--- config.mk ---
export PLATFORM = sky130hd
export DESIGN_NAME = ias_cell
export DESIGN_NICKNAME = d
export VERILOG_FILES = /design/src/sv/ias_pkg.sv /design/src/sv/ias_cell.sv
export SDC_FILE = /design/constraint.sdc
export NUM_CORES = 1
export LEC_CHECK = 0
export BUFFER_PORTS_ARGS = -buffer_cell sky130_fd_sc_hd__buf_4
export CAP_MARGIN = 0
export CORE_MARGIN = 10
export CORE_UTILIZATION = 25
export DETAILED_ROUTE_END_ITERATION = 10
export PLACE_DENSITY = 0.53
export RECOVER_POWER = 50
export SYNTH_ARGS = -nofsm -noshare
export SYNTH_HDL_FRONTEND = slang
export SYNTH_SLANG_ARGS = --single-unit
--- constraint.sdc ---
create_clock -name clk -period 2.7 [get_ports clk]
set_input_delay 0.27 -clock clk [delete_from_list [all_inputs] [get_ports clk]]
set_output_delay 0.27 -clock clk [all_outputs]
set_load 0.01 [all_outputs]
--- src/sv/ias_pkg.sv ---
// ----------------------------------------------------------------------------
// Insertion sort array package
// Shared types for the sorting cells and the top level.
// ----------------------------------------------------------------------------
package ias_pkg;

    // Width of one sorted value.
    localparam int unsigned VALUE_W = 32;

    typedef logic signed [VALUE_W-1:0] value_t;

    // What one cell shows to its neighbors.
    typedef struct packed {
        logic   valid;  // cell holds a value
        logic   gt;     // held value is greater than the value being inserted
        value_t value;  // held value
    } link_t;

endpackage

--- src/sv/ias_cell.sv ---
// ----------------------------------------------------------------------------
// Insertion sort cell
// One slot of the sorting chain. It keeps its value, takes the value of its
// left neighbor or the new value on an insert, and takes the value of its
// right neighbor when the chain drains toward slot zero.
// ----------------------------------------------------------------------------
module ias_cell
    import ias_pkg::*;
(
    input  logic   clk,
    input  logic   rst_n,
    input  logic   insert,
    input  logic   shift,
    input  value_t new_value,
    input  link_t  left,
    input  link_t  right,
    output link_t  link
);

    logic   valid_reg;
    logic   valid_next;
    value_t value_reg;
    value_t value_next;
    logic   gt;

    // Signed compare: the new value goes after every equal value.
    assign gt = valid_reg && (value_reg > new_value);

    assign link.valid = valid_reg;
    assign link.gt    = gt;
    assign link.value = value_reg;

    // Next slot contents.
    always_comb
    begin
        valid_next = valid_reg;
        value_next = value_reg;
        if (shift)
        begin
            valid_next = right.valid;
            value_next = right.value;
        end
        else if (insert)
        begin
            if (gt || (!valid_reg && left.valid))
            begin
                valid_next = 1'b1;
                value_next = left.gt ? left.value : new_value;
            end
        end
    end

    always_ff @(posedge clk or negedge rst_n)
    begin
        if (!rst_n)
        begin
            valid_reg <= 1'b0;
        end
        else
        begin
            valid_reg <= valid_next;
        end
    end

    always_ff @(posedge clk)
    begin
        value_reg <= value_next;
    end

endmodule

==> results of run 1 <==
-- power by group --
group / internal (mW) / total (mW) / leakage, nW / switching [mW]
Clock: 0.174 / 0.363 / 0.0430 / 0.189
Sequential: 0.640 / 0.681 / 0.336 / 0.0409
Combinational: 0.343 / 0.636 / 1.55 / 0.292
-- cell families after synthesis --
group	synth area share [%]
and+or+nand+nor	11.79
AOI/OAI and AO/OA	13.91
buffers and inverters	7.005
DFF	38.87
muxes	12.63
adders and majority gates	15.79
-- final timing paths --
path / start / end / slack (ns) / depth (start not counted)
max: value_reg[22] / value_reg[15] / 0.04 / 8
min: right[33] / valid_reg / 0.19 / 3
max reg2reg: value_reg[22] / value_reg[15] / 0.04 / 8
min reg2reg: valid_reg / valid_reg / 0.62 / 2
max in group asynchronous: rst_n / valid_reg / 2.30 / 2
min in group asynchronous: rst_n / valid_reg / 0.31 / 2
-- routing by layer --
| metal | routed length (um) | share of wire [%] |
|---|---|---|
| met1 | 3560 | 41 |
| met2 | 4404 | 51 |
| met3 | 544 | 6.3 |
| met4 | 70 | 0.82 |
| met5 | 0 | 0 |
-- layout make-up --
cell class / instances / area share, %
inverter: 32 / 2.952
tap: 133 / 4.090
timing repair buffer: 154 / 28.38
clock buffer: 5 / 1.691
sequential: 33 / 24.23
clock inverter: 3 / 0.3075
multi-input combinational: 191 / 38.35
-- critical path, cell delays in order, from the launching register on --
cell	delay, ns
edfxtp_1	0.44
ha_4	0.30
nand4_1	0.17
or4_4	0.53
o21a_1	0.22
and3_1	0.21
a211oi_2	0.25
nand2_4	0.11
buf_12	0.17
-- per-stage QoR --
| step | utilization [%] | power (mW) |
|---|---|---|
| final | 41.44 | 1.679 |
| after floorplan | - | 0.9505 |
| after detailed placement | 38.28 | 1.271 |
| after global routing | 41.44 | 1.798 |
| after CTS | 40.29 | 1.680 |
| after global placement | 38.28 | 1.260 |
-- placed cells by master (no fill, tap or decap), types with 2 or more instances in the layout --
cell / n
buf_4: 142
nand2_1: 42
o21ai_0: 36
inv_1: 32
mux2i_1: 32
edfxtp_1: 32
ha_1: 20
ha_4: 12
a21oi_1: 11
nand4_1: 7
clkbuf_1: 7
clkbuf_8: 5
nor2_1: 4
nand3_1: 2
o211ai_1: 2
a21oi_2: 2
clkinv_1: 2
buf_12: 2
-- what timing repair did --
| item | in CTS | in global routing |
|---|---|---|
| hold endpoints to repair | 1 | 0 |
| setup endpoints to repair | 1 | 33 |
| hold buffers | 1 | 0 |
| resized for setup | 7 | 13 |
| pin swaps | 5 | 9 |
| setup buffers | 5 | 4 |
==> results.sh, run 1 <==
export IMPL_status="finished clean"
export IMPL_synth_most_common_cell="nand2_1"
export IMPL_path_max_fanout=19
export IMPL_die_area_mm2=0.01457
export IMPL_totalWireLength_um=8580
export IMPL_vias_per_cell=4.459
export IMPL_grt_overflow=0
export IMPL_cts_max_path_buffers=2
export IMPL_layout_drive_gt1_share_pct=41.87
export IMPL_async_flop_share_pct=3.030
export IMPL_start_util_pct=25.83
export IMPL_grt_antenna_before_repair=0
export IMPL_area_sequential_um2=985.9
export IMPL_grt_max_degree=68
export IMPL_yosys_top_cells_area="edfxtp_1 38%, ha_1 16%, mux2i_1 13%, o21ai_0 7.5%, nand2_1 6.4%"
export IMPL_ys_ff_latch=33
export IMPL_gr_usage_all_layers_pct=10.98
export IMPL_required_ns=2.74
export IMPL_cts_root_buf="clkbuf_8"
export IMPL_num_vias=2457
export IMPL_io_pins=138
export IMPL_first_global_vias=2598
export IMPL_fp_dieW_um=120.7
export IMPL_place_area_mm2=0.003759
export IMPL_final_min_clock_period_ns=2.655
export IMPL_post_place_ws_ns=0.04164
export IMPL_fp_dieH_um=120.7
export IMPL_synth_edff_count=32
export IMPL_final_area_mm2=0.004069
export IMPL_multi_input_area_mm2=0.001560
export IMPL_synthFlopType="edfxtp_1"
export IMPL_p_per_area_mw_per_mm2=412.6
export IMPL_fmax_mhz=376.6
export IMPL_drt_iter0_markers=69
export IMPL_worst_hold_slack_ns=0.1943
export IMPL_area_growth_syn_to_layout_pct=60.43
export IMPL_slew_headroom_pct=24.55
export IMPL_core_mm2=0.009819
export IMPL_grt_pass1_wl_um=12960
export IMPL_layout_setup_ws_ns=0.04459
export IMPL_grt_use_met3_pct=3.211
export IMPL_path_clk_slew_ns=0.07
export IMPL_synth_top_area_share_pct=37.89
export IMPL_arrival_ns=2.70
export IMPL_use_met2_pct=18.98
export IMPL_ir_drop_v=0.0001743
export IMPL_hold_path_class="primary input to flip-flop"
export IMPL_drtPass1Iterations=4
export IMPL_htree_levels=2
export IMPL_synth_area_mm2=0.002536
export IMPL_synth_fp_nets=405
export IMPL_crit_type="flip-flop to flip-flop"
export IMPL_cp_end_kind="flip-flop"
export IMPL_worstMarginPinSlew_ns=1.132
export IMPL_fillers=1015
export IMPL_largest_register_ffs=32
export IMPL_yosysUniqueCellTypes=33
export IMPL_drc=0
export IMPL_drv_slew=0
export IMPL_skew_ns=0.005280
export IMPL_finalCritPeriodShare_pct=98.35
export IMPL_diodes=0
export IMPL_place_inst=533
export IMPL_final_cells=551
export IMPL_synth_commonest_cells="43 x nand2_1, 38 x o21ai_0"
export IMPL_place_congestion=0.7813
export IMPL_synth_warnings=0
export IMPL_numCtsBuffers=5
export IMPL_finalSetupViolations=0
export IMPL_maxCapViolCount=0
export IMPL_rsz0062_at_grt="true"
export IMPL_cts_tree="yes"
export IMPL_fp_row_count=36
export IMPL_syn_avg_cell_area_um2=9.428
export IMPL_clk_latency_ns=0.29
export IMPL_clkSinkCount=33
export IMPL_ys_seq_area_share_pct=38.88
export IMPL_met1_usage_pct=12.94
export IMPL_dp_hpwl_um=6908
export IMPL_hold_violations=0
export IMPL_avgRoutedWirePerCell_um=15.57
export IMPL_startpoint_type="flip-flop"
export IMPL_power_leakage_nw=1.933
export IMPL_synthCells=269
export IMPL_fin_nets=553
export IMPL_io_buffers=136
export IMPL_grt_busiest_layer="met2"
export IMPL_yosysTopAreaCell="edfxtp_1"
export IMPL_detail_route_antenna_nets=0
export IMPL_fin_setup_tns_ns=0
No activity file was read; power rests on OpenSTA's default activity.
==> inputs of run 2 (changes only) <==
--- a/config.mk
+++ b/config.mk
@@ -8,9 +8,9 @@
 export BUFFER_PORTS_ARGS = -buffer_cell sky130_fd_sc_hd__buf_4
 export CAP_MARGIN = 0
 export CORE_MARGIN = 10
-export CORE_UTILIZATION = 25
+export CORE_UTILIZATION = 41
 export DETAILED_ROUTE_END_ITERATION = 10
-export PLACE_DENSITY = 0.53
+export PLACE_DENSITY = 0.78
 export RECOVER_POWER = 50
 export SYNTH_ARGS = -nofsm -noshare
 export SYNTH_HDL_FRONTEND = slang
==> results.sh, run 2 (synthesis gave the netlist of run 1 again) <==
export IMPL_fin_setup_tns_ns=-0.1021
export IMPL_status="finished, violations left"
export IMPL_path_clk_slew_ns=0.07
export IMPL_grt_max_degree=68
export IMPL_max_stage_delay_ns=0.60
export IMPL_maxCapViolCount=0
export IMPL_grt_antenna_before_repair=0
export IMPL_post_place_ws_ns=0.008344
export IMPL_startpoint_type="flip-flop"
export IMPL_rsz0062_at_grt="true"
export IMPL_drv_slew=0
export IMPL_worstPathCellList="ha_1, nand4_1, or4_4, o21a_1, and3_4, a211oi_2, nand2_4, buf_12"
export IMPL_crit_start="value_reg[24]"
export IMPL_skew_ns=0.002943
export IMPL_num_vias=2510
export IMPL_grt_overflow=0
export IMPL_crit_path_top_delay_cell="or4_4"
export IMPL_totalWireLength_um=8533
export IMPL_worst_hold_slack_ns=0.1936
export IMPL_grt_use_met3_pct=4.609
export IMPL_vias_per_cell=5.102
export IMPL_worstMarginPinSlew_ns=1.107
export IMPL_fin_nets=552
export IMPL_use_met2_pct=31.01
export IMPL_cp_top_family="simple AND/OR/NAND/NOR gates"
export IMPL_cts_max_path_buffers=2
export IMPL_violations="setup timing"
export IMPL_p_per_area_mw_per_mm2=420.3
export IMPL_cts_root_buf="clkbuf_8"
export IMPL_layout_setup_ws_ns=-0.008122
export IMPL_required_ns=2.75
export IMPL_fmax_mhz=369.3
export IMPL_detail_route_antenna_nets=0
export IMPL_met1_usage_pct=15.46
export IMPL_clk_latency_ns=0.28
export IMPL_critPathBufInv=1
export IMPL_io_pins=138
export IMPL_fp_dieW_um=98.65
export IMPL_clkSinkCount=33
export IMPL_drtPass1Iterations=4
export IMPL_start_util_pct=42.58
export IMPL_finalCritPeriodShare_pct=100.3
export IMPL_cp_end_kind="flip-flop"
export IMPL_io_buffers=136
export IMPL_layout_common_cells="141 x buf_4, 42 x nand2_1, 37 x o21ai_0"
export IMPL_drc=0
export IMPL_first_global_vias=2639
export IMPL_drt_iter0_markers=60
export IMPL_power_leakage_nw=1.932
export IMPL_numCtsBuffers=5
export IMPL_core_mm2=0.005956
export IMPL_hp_start="right[33]"
export IMPL_ir_drop_v=0.0003071
export IMPL_power_mw=1.680
export IMPL_layout_drive_gt1_share_pct=41.73
export IMPL_layout_commonest_cell="buf_4"
export IMPL_path_max_fanout=17
export IMPL_crit_type="flip-flop to flip-flop"
export IMPL_dp_hpwl_um=6748
export IMPL_cts_tree="yes"
export IMPL_fp_dieH_um=98.65
export IMPL_grt_pass1_wl_um=12630
export IMPL_place_congestion=0.7692
export IMPL_diodes=0
export IMPL_fp_row_count=28
export IMPL_die_area_mm2=0.009732
export IMPL_finalSetupViolations=17
export IMPL_gr_usage_all_layers_pct=15.86
export IMPL_hold_violations=0
export IMPL_avgRoutedWirePerCell_um=17.34
export IMPL_area_growth_syn_to_layout_pct=57.62
export IMPL_r2r_start="value_reg[24]"
export IMPL_htree_levels=2
export IMPL_arrival_ns=2.76
export IMPL_final_min_clock_period_ns=2.708
export IMPL_grt_busiest_layer="met2"
export IMPL_largest_register_ffs=32
export IMPL_slew_headroom_pct=26.19
export IMPL_hold_path_class="primary input to flip-flop"
[run 2: per-layer routing]
| metal | wire, um | vias up |
|---|---|---|
| met4 | 131 | 0 |
| li1 | - | 1265 |
| met1 | 3171 | 1150 |
| met2 | 4695 | 81 |
| met5 | 0 | - |
| met3 | 534 | 14 |
[run 2: final timing paths]
check	end	slack [ns]	depth (start not counted)
min	valid_reg	0.19	3
max	value_reg[30]	-0.008	8
max reg2reg	value_reg[30]	-0.008	8
min in group asynchronous	valid_reg	0.31	2
max in group asynchronous	valid_reg	2.30	2
min reg2reg	valid_reg	0.63	2
[run 2: final cells by class]
class                   count  area (um^2)
repair buffers            153         1155
multi-input cells         191         1562
flip-flops and latches     33        985.9
inverters                  32        120.1
fillers                   489         1958
clock inverters             3        12.51
clock buffers               5        68.82
well taps                  75        93.84
[run 2: repair_timing]
| action | 4_1_cts | 5_1_grt |
|---|---|---|
| hold buffers | 1 | 0 |
| pin swaps | 4 | 15 |
| endpoints found under the setup margin | 33 | 33 |
| buffers inserted | 2 | 8 |
| gates resized for setup | 2 | 18 |
| endpoints found under the hold margin | 1 | 0 |
[run 2: where the power goes]
part | total, mW | internal (mW) | leakage, nW | switching, mW
sequential | 0.683 | 0.640 | 0.336 | 0.0425
clock | 0.363 | 0.174 | 0.0430 | 0.190
combinational | 0.634 | 0.342 | 1.55 | 0.292
total | 1.68 | 1.16 | 1.93 | 0.524
[run 2: worst register-to-register path, stage by stage, from the launching register on]
cell and delay [ns]:
edfxtp_1 0.41, ha_1 0.30, nand4_1 0.18, or4_4 0.60, o21a_1 0.21, and3_4 0.19, a211oi_2 0.29, nand2_4 0.11
buf_12 0.17
[run 2: metrics by stage]
step                      instance area, um^2  utilization (%)  std cells
final                                    3998            67.12        492
after global routing                     3998            67.12        492
after CTS                                3784            63.53        484
after detailed placement                 3671            61.64        473
after global placement                   3671            61.64        473
after floorplan                          2544                -        269
